**config.mk**
```make
export PLATFORM = sky130hd
export DESIGN_NAME = periodic_group_poll_scheduler_top_flat
export DESIGN_NICKNAME = d
export VERILOG_FILES = /design/src/sv/pgps_pkg.sv /design/src/sv/pgps_if.sv /design/src/sv/pgps_cfg_regs.sv /design/src/sv/pgps_pick.sv /design/src/sv/periodic_group_poll_scheduler_top.sv /design/src/flat_wrapper.sv
export SDC_FILE = /design/constraint.sdc
export NUM_CORES = 2
export LEC_CHECK = 0
export BUFFER_PORTS_ARGS = -buffer_cell sky130_fd_sc_hd__buf_2
export CORE_MARGIN = 4
export CORE_UTILIZATION = 51
export DETAILED_ROUTE_END_ITERATION = 7
export PLACE_DENSITY = 0.67
export SKIP_CTS_REPAIR_TIMING = 1
export SYNTH_ARGS = -nofsm -noshare
export SYNTH_HDL_FRONTEND = slang
export SYNTH_SLANG_ARGS = --single-unit
```
**constraint.sdc**
```tcl
create_clock -name clk -period 7.9 [get_ports clk]
set_input_delay 0.79 -clock clk [delete_from_list [all_inputs] [get_ports clk]]
set_output_delay 0.79 -clock clk [all_outputs]
set_load 0.01 [all_outputs]
```
**src/sv/pgps_pkg.sv**
```systemverilog
package pgps_pkg;

  // Default sizes for the top-level parameters
  localparam int DEF_NUM_GROUPS = 4;
  localparam int DEF_MAX_IDS    = 8;
  localparam int DEF_TIME_BITS  = 32;

  // Groups backed by configuration registers
  localparam int CFG_GROUPS = 4;

  // Field widths
  localparam int CFG_IDX_W  = 3;
  localparam int CFG_DATA_W = 64;
  localparam int ID_W       = 8;
  localparam int LEN_W      = 4;
  localparam int POS_W      = 3;
  localparam int IVL_W      = 16;
  localparam int SEL_W      = 2;
  localparam int LENS_W     = LEN_W * CFG_GROUPS;

  // Register indexes
  localparam logic [CFG_IDX_W-1:0] REG_ID_TABLE0 = 3'd0;
  localparam logic [CFG_IDX_W-1:0] REG_ID_TABLE1 = 3'd1;
  localparam logic [CFG_IDX_W-1:0] REG_ID_TABLE2 = 3'd2;
  localparam logic [CFG_IDX_W-1:0] REG_ID_TABLE3 = 3'd3;
  localparam logic [CFG_IDX_W-1:0] REG_LENGTHS   = 3'd4;
  localparam logic [CFG_IDX_W-1:0] REG_INTERVALS = 3'd5;

  // Configuration register file contents
  typedef struct packed {
    logic [CFG_GROUPS-1:0][CFG_DATA_W-1:0] id_table;
    logic [LENS_W-1:0]                     lengths;
    logic [CFG_DATA_W-1:0]                 intervals;
  } cfg_t;

endpackage

```
**src/sv/pgps_if.sv**
```systemverilog
// Input channel: one item per tick
interface pgps_in_if;
  logic valid;
  logic ready;
  logic enable;

  modport source (output valid, output enable, input ready);
  modport sink (input valid, input enable, output ready);
endinterface

// Result channel: one item per tick
interface pgps_out_if;
  import pgps_pkg::*;
  logic             valid;
  logic             ready;
  logic             issue;
  logic [SEL_W-1:0] group_sel;
  logic [ID_W-1:0]  query_id;
  logic             pass_done;

  modport source (output valid, output issue, output group_sel, output query_id,
                  output pass_done, input ready);
  modport sink (input valid, input issue, input group_sel, input query_id,
                input pass_done, output ready);
endinterface

// Configuration write channel
interface pgps_cfg_if;
  import pgps_pkg::*;
  logic                  valid;
  logic                  ready;
  logic [CFG_IDX_W-1:0]  idx;
  logic [CFG_DATA_W-1:0] data;

  modport source (output valid, output idx, output data, input ready);
  modport sink (input valid, input idx, input data, output ready);
endinterface

```
**src/sv/pgps_cfg_regs.sv**
```systemverilog
module pgps_cfg_regs (
  input  logic           clk,
  input  logic           rst_n,
  pgps_cfg_if.sink       cfg,
  output pgps_pkg::cfg_t cfg_q
);
  import pgps_pkg::*;

  cfg_t cfg_r;
  cfg_t cfg_nxt;

  // Writes are always taken
  assign cfg.ready = 1'b1;
  assign cfg_q     = cfg_r;

  // Register decode; indexes past the list are dropped
  always_comb begin
    cfg_nxt = cfg_r;
    if (cfg.valid) begin
      unique case (cfg.idx) inside
        REG_ID_TABLE0, REG_ID_TABLE1, REG_ID_TABLE2, REG_ID_TABLE3: begin
          cfg_nxt.id_table[cfg.idx[1:0]] = cfg.data;
        end
        REG_LENGTHS: begin
          cfg_nxt.lengths = cfg.data[LENS_W-1:0];
        end
        REG_INTERVALS: begin
          cfg_nxt.intervals = cfg.data;
        end
        default: begin
          cfg_nxt = cfg_r;
        end
      endcase
    end
  end

  always_ff @(posedge clk) begin
    if (!rst_n) begin
      cfg_r <= '0;
    end else begin
      cfg_r <= cfg_nxt;
    end
  end

endmodule

```
**src/sv/pgps_pick.sv**
```systemverilog
module pgps_pick #(
  parameter int NUM_GROUPS = pgps_pkg::DEF_NUM_GROUPS,
  parameter int TIME_BITS  = pgps_pkg::DEF_TIME_BITS
) (
  input  logic [TIME_BITS-1:0]                 now,
  input  logic [NUM_GROUPS-1:0][TIME_BITS-1:0] due,
  input  logic [NUM_GROUPS-1:0]                elig,
  output logic [NUM_GROUPS-1:0]                win_oh
);

  logic [NUM_GROUPS-1:0][TIME_BITS-1:0] late;
  logic [NUM_GROUPS-1:0]                ok;

  // Lateness per group; due means lateness below half the time span
  always_comb begin
    for (int g = 0; g < NUM_GROUPS; g++) begin
      late[g] = now - due[g];
      ok[g]   = elig[g] & ~late[g][TIME_BITS-1];
    end
  end

  // Pairwise compare: most overdue wins, ties to the lower group
  always_comb begin
    for (int g = 0; g < NUM_GROUPS; g++) begin
      win_oh[g] = ok[g];
      for (int h = 0; h < NUM_GROUPS; h++) begin
        if (h < g) begin
          if (ok[h] && !(late[g] > late[h])) win_oh[g] = 1'b0;
        end else if (h > g) begin
          if (ok[h] && !(late[g] >= late[h])) win_oh[g] = 1'b0;
        end
      end
    end
  end

endmodule

```
**src/sv/periodic_group_poll_scheduler_top.sv**
```systemverilog
// Periodic group poll scheduler. Each input item is one tick; each tick yields
// exactly one result item. With enable set, the group whose due time is the
// most overdue (wrap-aware, ties to the lowest group) issues its next
// parameter ID and steps its list position round-robin; at the end of a pass
// its due time moves to now plus its interval. Throughput is one item per
// clock while the result side is not stalled: a tick enters an input register,
// the group pick and state update run in the work stage, and the result lands
// in an output register. The per-group state loop (due time, list position)
// closes within the work stage. Configuration writes are taken at any time and
// apply from the next tick on.
module periodic_group_poll_scheduler_top #(
  parameter int NUM_GROUPS = pgps_pkg::DEF_NUM_GROUPS,
  parameter int MAX_IDS    = pgps_pkg::DEF_MAX_IDS,
  parameter int TIME_BITS  = pgps_pkg::DEF_TIME_BITS
) (
  input logic         clk,
  input logic         rst_n,
  pgps_in_if.sink     in_ch,
  pgps_out_if.source  out_ch,
  pgps_cfg_if.sink    cfg_ch
);
  import pgps_pkg::*;

  cfg_t cfg_q;

  // Input register
  logic in_v_r;
  logic enable_r;
  logic adv;
  logic fire;

  // Scheduler state
  logic [TIME_BITS-1:0]                 now_r;
  logic [NUM_GROUPS-1:0][TIME_BITS-1:0] due_r;
  logic [NUM_GROUPS-1:0][TIME_BITS-1:0] due_nxt;
  logic [NUM_GROUPS-1:0][POS_W-1:0]     pos_r;
  logic [NUM_GROUPS-1:0][POS_W-1:0]     pos_nxt;

  // Per-group derived values
  logic [NUM_GROUPS-1:0][LEN_W-1:0] len;
  logic [NUM_GROUPS-1:0][POS_W-1:0] pos_eff;
  logic [NUM_GROUPS-1:0][LEN_W-1:0] step_pos;
  logic [NUM_GROUPS-1:0]            done;
  logic [NUM_GROUPS-1:0][ID_W-1:0]  id;
  logic [NUM_GROUPS-1:0][IVL_W-1:0] ivl;
  logic [NUM_GROUPS-1:0]            elig;
  logic [NUM_GROUPS-1:0]            win_oh;

  // Result
  logic             issue_nxt;
  logic [SEL_W-1:0] sel_nxt;
  logic [ID_W-1:0]  qid_nxt;
  logic             done_nxt;
  logic             out_v_r;
  logic             issue_r;
  logic [SEL_W-1:0] sel_r;
  logic [ID_W-1:0]  qid_r;
  logic             done_r;

  pgps_cfg_regs u_cfg (
    .clk   (clk),
    .rst_n (rst_n),
    .cfg   (cfg_ch),
    .cfg_q (cfg_q)
  );

  // Handshake: the work stage advances when the result register is free
  assign adv         = !out_v_r || out_ch.ready;
  assign fire        = in_v_r && adv;
  assign in_ch.ready = !in_v_r || adv;

  // Per-group length, position, ID and interval
  for (genvar g = 0; g < NUM_GROUPS; g++) begin : g_grp
    if (g < CFG_GROUPS) begin : g_cfg
      logic [LEN_W-1:0] nib;
      assign nib    = cfg_q.lengths[LEN_W*g +: LEN_W];
      assign len[g] = (nib > LEN_W'(MAX_IDS)) ? LEN_W'(MAX_IDS) : nib;
      assign id[g]  = cfg_q.id_table[g][ID_W*pos_eff[g] +: ID_W];
      assign ivl[g] = cfg_q.intervals[IVL_W*g +: IVL_W];
    end else begin : g_none
      assign len[g] = '0;
      assign id[g]  = '0;
      assign ivl[g] = '0;
    end
    assign pos_eff[g]  = ({1'b0, pos_r[g]} >= len[g]) ? '0 : pos_r[g];
    assign step_pos[g] = {1'b0, pos_eff[g]} + LEN_W'(1);
    assign done[g]     = step_pos[g] >= len[g];
    assign elig[g]     = enable_r && (len[g] != '0);
  end

  pgps_pick #(
    .NUM_GROUPS (NUM_GROUPS),
    .TIME_BITS  (TIME_BITS)
  ) u_pick (
    .now    (now_r),
    .due    (due_r),
    .elig   (elig),
    .win_oh (win_oh)
  );

  // Result fields from the winning group
  always_comb begin
    issue_nxt = |win_oh;
    sel_nxt   = '0;
    qid_nxt   = '0;
    done_nxt  = 1'b0;
    for (int g = 0; g < NUM_GROUPS; g++) begin
      if (win_oh[g]) begin
        sel_nxt  = sel_nxt | SEL_W'(g);
        qid_nxt  = qid_nxt | id[g];
        done_nxt = done_nxt | done[g];
      end
    end
  end

  // Next position and due time of the winning group
  always_comb begin
    due_nxt = due_r;
    pos_nxt = pos_r;
    for (int g = 0; g < NUM_GROUPS; g++) begin
      if (win_oh[g]) begin
        pos_nxt[g] = done[g] ? '0 : step_pos[g][POS_W-1:0];
        if (done[g]) begin
          due_nxt[g] = now_r + {{(TIME_BITS-IVL_W){1'b0}}, ivl[g]};
        end
      end
    end
  end

  // Input register
  always_ff @(posedge clk) begin
    if (!rst_n) begin
      in_v_r <= 1'b0;
    end else if (in_ch.ready) begin
      in_v_r <= in_ch.valid;
    end
  end

  always_ff @(posedge clk) begin
    if (in_ch.ready && in_ch.valid) begin
      enable_r <= in_ch.enable;
    end
  end

  // Scheduler state, updated once per tick
  always_ff @(posedge clk) begin
    if (!rst_n) begin
      now_r <= '0;
      due_r <= '0;
      pos_r <= '0;
    end else if (fire) begin
      now_r <= now_r + TIME_BITS'(1);
      due_r <= due_nxt;
      pos_r <= pos_nxt;
    end
  end

  // Result register
  always_ff @(posedge clk) begin
    if (!rst_n) begin
      out_v_r <= 1'b0;
    end else if (adv) begin
      out_v_r <= in_v_r;
    end
  end

  always_ff @(posedge clk) begin
    if (fire) begin
      issue_r <= issue_nxt;
      sel_r   <= sel_nxt;
      qid_r   <= qid_nxt;
      done_r  <= done_nxt;
    end
  end

  assign out_ch.valid     = out_v_r;
  assign out_ch.issue     = issue_r;
  assign out_ch.group_sel = sel_r;
  assign out_ch.query_id  = qid_r;
  assign out_ch.pass_done = done_r;

endmodule

```
**src/flat_wrapper.sv**
```systemverilog
// flat-port wrapper written by rule: the top's interface ports become plain ports
module periodic_group_poll_scheduler_top_flat import pgps_pkg::*;
#(
  parameter int NUM_GROUPS = pgps_pkg::DEF_NUM_GROUPS,
  parameter int MAX_IDS    = pgps_pkg::DEF_MAX_IDS,
  parameter int TIME_BITS  = pgps_pkg::DEF_TIME_BITS
)
  (clk, rst_n, in_ch_valid, in_ch_enable, in_ch_ready, out_ch_valid, out_ch_issue, out_ch_group_sel, out_ch_query_id, out_ch_pass_done, out_ch_ready, cfg_ch_valid, cfg_ch_idx, cfg_ch_data, cfg_ch_ready);
  pgps_in_if in_ch_i ();
  pgps_out_if out_ch_i ();
  pgps_cfg_if cfg_ch_i ();
  input logic clk;
  input logic rst_n;
  input wire logic [$bits(in_ch_i.valid)-1:0] in_ch_valid;
  input wire logic [$bits(in_ch_i.enable)-1:0] in_ch_enable;
  output wire logic [$bits(in_ch_i.ready)-1:0] in_ch_ready;
  output wire logic [$bits(out_ch_i.valid)-1:0] out_ch_valid;
  output wire logic [$bits(out_ch_i.issue)-1:0] out_ch_issue;
  output wire logic [$bits(out_ch_i.group_sel)-1:0] out_ch_group_sel;
  output wire logic [$bits(out_ch_i.query_id)-1:0] out_ch_query_id;
  output wire logic [$bits(out_ch_i.pass_done)-1:0] out_ch_pass_done;
  input wire logic [$bits(out_ch_i.ready)-1:0] out_ch_ready;
  input wire logic [$bits(cfg_ch_i.valid)-1:0] cfg_ch_valid;
  input wire logic [$bits(cfg_ch_i.idx)-1:0] cfg_ch_idx;
  input wire logic [$bits(cfg_ch_i.data)-1:0] cfg_ch_data;
  output wire logic [$bits(cfg_ch_i.ready)-1:0] cfg_ch_ready;
  assign in_ch_i.valid = in_ch_valid;
  assign in_ch_i.enable = in_ch_enable;
  assign in_ch_ready = in_ch_i.ready;
  assign out_ch_valid = out_ch_i.valid;
  assign out_ch_issue = out_ch_i.issue;
  assign out_ch_group_sel = out_ch_i.group_sel;
  assign out_ch_query_id = out_ch_i.query_id;
  assign out_ch_pass_done = out_ch_i.pass_done;
  assign out_ch_i.ready = out_ch_ready;
  assign cfg_ch_i.valid = cfg_ch_valid;
  assign cfg_ch_i.idx = cfg_ch_idx;
  assign cfg_ch_i.data = cfg_ch_data;
  assign cfg_ch_ready = cfg_ch_i.ready;
  periodic_group_poll_scheduler_top #(.NUM_GROUPS(NUM_GROUPS), .MAX_IDS(MAX_IDS), .TIME_BITS(TIME_BITS)) u_core (.clk(clk), .rst_n(rst_n), .in_ch(in_ch_i), .out_ch(out_ch_i), .cfg_ch(cfg_ch_i));
endmodule
```
## Word-level counts from Yosys, hierarchy flattened

Index checks and enable logic that the tools add are counted.

| operators by class | value |
|---|---|
| shift-type cells | 4 |
| magnitude comparators | 26 |
| multiplexer cells | 36 |
| bitwise operators | 14 |
| equality and inequality tests | 5 |
| reduce and logical (&&, ||, !) cells | 54 |
| $add $sub $neg | 13 |

Operator list:

| kind | number |
|---|---|
| $bwmux W256 | 1 |
| $shiftx A64 B7 Y8 | 4 |
| $ge A32 B32 Y1 | 6 |
| $gt A32 B32 Y1 | 6 |
| $add A32 B16 Y32 | 4 |
| $demux W64 S2 | 1 |
| $sub A32 B32 Y32 | 4 |
| $mux W64 | 1 |
| $add A32 B1 Y32 const B | 1 |
| $mux W8 | 4 |
| $mux W3 | 8 |
| $or A8 B8 Y8 | 3 |
| $logic_and A1 B1 Y1 | 19 |
| $mux W1 | 17 |
| $add A3 B1 Y4 const B | 4 |
| $ge A3 B4 Y1 | 4 |
| $ge A4 B4 Y1 | 4 |
| $gt A4 B4 Y1 const B | 4 |
| $mux W4 | 4 |
| $reduce_bool A4 Y1 | 4 |
| $logic_not A1 Y1 | 14 |
| $reduce_and A2 Y1 | 7 |
| $reduce_and A3 Y1 | 4 |
| $reduce_or A4 Y1 | 2 |
| 11 further kinds | 22 |

| word-level totals | value |
|---|---|
| word-level logic and storage cells | 175 |
| output and inout port bits | 15 |
| flip-flop bits (word level) | 523 |
| input bits | 73 |

## Longest topological paths before layout

| logic depth | value |
|---|---|
| depth after elaboration | 16 |
| depth in mapped cells | 28 |
| mapped depth without buffers | 26 |

## By module

Synthesis repeated with hierarchy kept, for this count alone.

| unflattened totals | value |
|---|---|
| cells, all modules | 4555 |
| area total of the unflattened synthesis | 38505.7 µm² |

By module, submodules not included:

| module | times used | cells an instance | area each (µm²) | sequential area each (µm²) |
|---|---|---|---|---|
| periodic_group_poll_scheduler_top | 1 | 1845 | 14776.7 | 3873.7 |
| pgps_cfg_regs | 1 | 1162 | 12320.6 | 6726.5 |
| pgps_pick | 1 | 1548 | 11408.4 | 0.0 |

## Worst setup path before layout

Ideal clock, no wire load.

| timing | value |
|---|---|
| path type | register -> register |
| start | reg u_core.now_r[1] |
| end | reg u_core.done_r, in the netlist u_core.out_ch.pass_done (data pin) |
| required time | 7.635 ns |
| stages on the path, launching flop included | 26 |
| data arrival time | 6.016 ns |
| period minus slack after synthesis | 6.282 ns |
| buffers on the path | 1 |
| setup slack | 1.618 ns |
| setup time | 0.265 ns |
| cell sequence | dfxtp_1 ha_1 nor2b_1 o31a_1 o311ai_1 a211oi_1 o21ai_0 a21oi_1 o311a_1 o21ai_0 a21boi_0 mux2_2 a2111oi_0 ha_1 nand4_1 or2_2 or4_1 nor3_1 nor2_1 a21oi_1 o41ai_1 or2_2 o2111ai_1 clkbuf_1 o21ai_0 or3_1 |

| between the ends | value |
|---|---|
| longest elaborated chain between the ends | 14 |
| elaborated cells on any way between the ends | 67 |
| those cells by class | 4 x add/sub; 12 x order compare; 16 x mux; 11 x bitwise; 24 x reduce/logical |

RTL lines:

| item | line | source |
|---|---|---|
| start: declaration | periodic_group_poll_scheduler_top.sv:33 | `logic [TIME_BITS-1:0] now_r;` |
| start signal: assignment | periodic_group_poll_scheduler_top.sv:152 | `now_r <= now_r + TIME_BITS'(1);` |
| $sub A32 B32 Y32 | pgps_pick.sv:17 | `late[g] = now - due[g];` |
| $ge A32 B32 Y1 / $not A1 Y1 (equally long branches) | pgps_pick.sv:30, pgps_pick.sv:18 |  |
| $logic_not A1 Y1 / $and A1 B1 Y1 (equally long branches) | pgps_pick.sv:30, pgps_pick.sv:18 |  |
| $logic_and A1 B1 Y1 | pgps_pick.sv:30 | `if (ok[h] && !(late[g] >= late[h])) win_oh[g] = 1'b0;` |
| $mux W1 (3 in a row) | pgps_pick.sv:30 |  |
| $mux W1 | periodic_group_poll_scheduler_top.sv:108 | `if (win_oh[g]) begin` |
| $or A1 B1 Y1 | periodic_group_poll_scheduler_top.sv:111 | `done_nxt = done_nxt \| done[g];` |
| $mux W1 | periodic_group_poll_scheduler_top.sv:108 |  |
| $or A1 B1 Y1 | periodic_group_poll_scheduler_top.sv:111 |  |
| $mux W1 | periodic_group_poll_scheduler_top.sv:108 |  |
| $or A1 B1 Y1 | periodic_group_poll_scheduler_top.sv:111 |  |
| $mux W1 (*) | periodic_group_poll_scheduler_top.sv:108 |  |
| via u_core.done_nxt | periodic_group_poll_scheduler_top.sv:53 | `logic done_nxt;` |
| end signal: assignment | periodic_group_poll_scheduler_top.sv:172 | `done_r <= done_nxt;` |
| end: declaration | periodic_group_poll_scheduler_top.sv:58 | `logic done_r;` |

The timed path passes the listed nets; every way through them passes the cells marked *.
A chain may end at the register's enable or synchronous reset.

## Worst setup path in the final report

Same ends and word-level chain as after synthesis.

==> run summary <==
outcome -> complete, no violations
CTS root buf -> clkbuf_16
final hold viol count -> 0
crit share post-route -> 92.77%
worst-margin pin slew -> 1.311 ns
crit-path max FO -> 12
gr ovfl total -> 0
Crit path largest cell delay -> 0.61 ns
async set or reset register ratio after synthesis -> 0%
worst min path class -> in2reg
P_leak -> 16.27 nW
GRT Total Usage -> 31.10%
Worst setup EP type -> flop
Starting Density -> 51.47%
vias -> 34564
Die Footprint -> 0.07650 mm^2
number of buffers created by CTS -> 54
Synth Warn # -> 0
clock sink count -> 523
largest net degree at the start of global routing -> 214
Syn Inst Count -> 4862
Cell variety after synth -> 91
WS Path Type -> reg2reg
CP bufs+invs -> 2
dpl cells -> 5730
Die W -> 276.6 um
max-cap violations -> 0
Die Height -> 276.6 um
count of input and output buffers -> 86
Max-slew headroom -> 12.62%
Max VDD drop -> 0.2024 mV
overall power -> 0.006754 W
RSZ-0062 raised after global routing -> yes
final std cells w/o fill -> 5830
kind of start point of the critical path -> flop
CP top delay family -> simple AND/OR/NAND/NOR gates
core area -> 0.07149 mm^2
Wirelength per Cell -> 21.49 um
minimum clock period -> 7.329 ns
met2 usage -> 49.81%
Post-synth EDFFs -> 13
#FFs+latches synth -> 523
met3 GRT Util -> 3.507%
CP Data Required Time -> 8.29 ns
Slew Limit Fails -> 0
fmax -> 0.1365 GHz
clock-pin slew on the worst setup and hold paths -> 0.07 ns
CTS tree -> built
# nets final -> 5327
crit path DAT -> 7.72 ns
io pins -> 88
Primary FF master, synth -> dfxtp_1
crit path cell chain -> inv_1, fa_1, nor2b_1, nor3_1, o21ai_0, buf_4, a21oi_1, a21boi_0, o21ai_0, a21oi_1, nor2_1, nor2_1, ha_1, nand4_1, nor4_1, and2_1, o21ai_0, a31oi_1, nand2_1, nor2_1, or4b_1, o21ai_0, or3_1
GPL Wtd Cong -> 0.9667
busiest grt layer -> met2
Starting DRT DRC Count -> 3013
final WL -> 125.3 mm
sequential share of the synthesized area -> 28.81%
clk_skew -> 0.03014 ns
vias in the first global route -> 31635
drt pass-1 iters -> 6
final setup fails -> 0
initial antenna violation count -> 0
remaining antenna violation count -> 0
global-route wire length before repair -> 188.2 mm
Ant. Diodes -> 0
detailed placer's ending HPWL -> 92.92 mm
net count after synthesis -> 5353
share of cells above drive strength 1 -> 6.557%
Residual DRC -> 0
Most common cell on crit path -> o21ai_0
Area Overhead vs Synth -> 8.641%
met1 usage -> 42.36%
Post-Syn Area per Cell -> 7.567 um^2
clk_lat worst skew -> 0.65 ns
synthesized cell area -> 0.03679 mm^2
H-tree lvl count -> 2
Power per Cell Area -> 169.0 mW/mm^2
via density per instance -> 5.929
CTS max path bufs -> 3
# rows -> 98
Worst path slowest cell -> nor4_1
## path summary, 6_finish.rpt
| path | from | end | slack [ns] | cells after the start |
|---|---|---|---|---|
| hold reg to reg | u_core.u_cfg.cfg_q[322] | u_core.u_cfg.cfg_q[322] | 0.45 | 2 |
| setup / recovery | u_core.now_r[1] | u_core.out_ch.pass_done | 0.57 | 23 |
| setup reg to reg | u_core.now_r[1] | u_core.out_ch.pass_done | 0.57 | 23 |
| hold / removal | in_ch_valid | u_core.in_v_r | 0.39 | 3 |
## layout by cell type, fill, tap and decap left out, types with 14 or more instances in the layout
cell and count:
a211oi_1 49, a21o_1 97, a21oi_1 599, a311oi_1 19
a31oi_1 36, and2_1 36, and3_1 30, buf_2 85
buf_4 64, clkbuf_16 56, dfxtp_1 510, ha_1 410
inv_1 235, mux2i_1 117, nand2_1 1065, nand2b_1 55
nand3_1 136, nand3b_1 14, nand4_1 67, nor2_1 243
nor2b_1 57, nor3_1 53, o211ai_1 26, o21a_1 37
o21ai_0 175, o21bai_1 21, o221ai_1 17, or2_2 20
or3_1 26, xnor2_1 132, xor2_1 118
## synth_stat cells (all sizes together) (13+ instances only)
cell type	number	area [um^2]
nand2	1067	4005
a21oi	600	3007
dfxtp	510	10210
ha	410	5130
nor2	245	922.1
inv	236	885.9
clkbuf	200	752.0
o21ai	182	910.9
nand3	139	700.7
xnor2	132	1156
mux2i	118	1194
xor2	118	1033
a21o	97	728.2
nand4	67	419.2
nor2b	57	356.6
nand2b	55	344.1
nor3	53	265.3
a211oi	51	387.9
and2	38	237.7
o21a	37	277.8
a31oi	36	225.2
and3	33	207.7
buf	33	165.2
or3	28	175.2
o211ai	27	216.5
o21bai	21	157.7
or2	20	125.1
a311oi	19	166.4
o221ai	17	148.9
nand3b	14	105.1
edfxtp	13	390.4
o31a	13	113.9
## power breakdown
part / leakage [nW] / internal, W / switching, W / total (W)
sequential: 4.25 / 0.00269 / 0.0000289 / 0.00272
combinational: 11.1 / 0.000441 / 0.000843 / 0.00128
clock: 0.928 / 0.00157 / 0.00118 / 0.00275
total: 16.3 / 0.00471 / 0.00205 / 0.00675
## routing by layer
metal	vias up	share of wire [%]
met5	-	0
met4	0	5.3
li1	16876	-
met2	1207	45
met1	16212	44
met3	269	6.4
## flip-flops by register name, indices dropped and copies added (netlist names)
name / flops
u_core.due_r: 128
u_core.enable_r: 1
u_core.in_v_r: 1
u_core.now_r: 32
u_core.out_ch.group_sel: 2
u_core.out_ch.issue: 1
u_core.out_ch.pass_done: 1
u_core.out_ch.query_id: 8
u_core.out_ch.valid: 1
u_core.pos_r: 12
u_core.u_cfg.cfg_q: 336
## through the flow
step	instance area [um^2]	util (%)	setup WS (ns)	setup TNS, ns	hold slack [ns]
floorplan	36790	-	1.618	0	0.4311
global placement	38060	53.25	0.7072	0	0.4371
detailed placement	38060	53.25	0.6181	0	0.4433
CTS	39960	55.90	0.5921	0	0.3628
global route	39970	55.91	-0.04704	-0.1202	0.3944
finish	39970	55.91	0.5714	0	0.3866
## cell families (layout without fill, tap and decap cells)
| logic type | Yosys count | count (layout) | share of synthesized area (%) |
|---|---|---|---|
| AOI/OAI and AO/OA | 1216 | 1216 | 20.19 |
| xor gates and xnor gates | 250 | 250 | 5.951 |
| adders and majority gates | 418 | 418 | 14.38 |
| buffers and inverters | 475 | 493 | 4.962 |
| DFF | 523 | 523 | 28.81 |
| muxes | 130 | 130 | 3.612 |
| other | 1 | 1 | 0.01019 |
| and+or+nand+nor | 1849 | 1849 | 22.08 |
## tightest hold or removal path, delay by kind of cell
family	cells	cell delay, ns
and+or+nand+nor	1	0.07
AOI/OAI and AO/OA	1	0.03
buffers and inverters	1	0.08
## cell type report
type / count / area [um^2]
sequential: 523 / 10600
tap: 950 / 1189
fill: 6878 / 31520
clock inverter: 25 / 312.8
multi-input combinational: 3864 / 24420
clock buffer: 75 / 1583
timing repair buffer: 151 / 945.9
inverter: 242 / 915.9
Power figures use the tool's default switching activity.
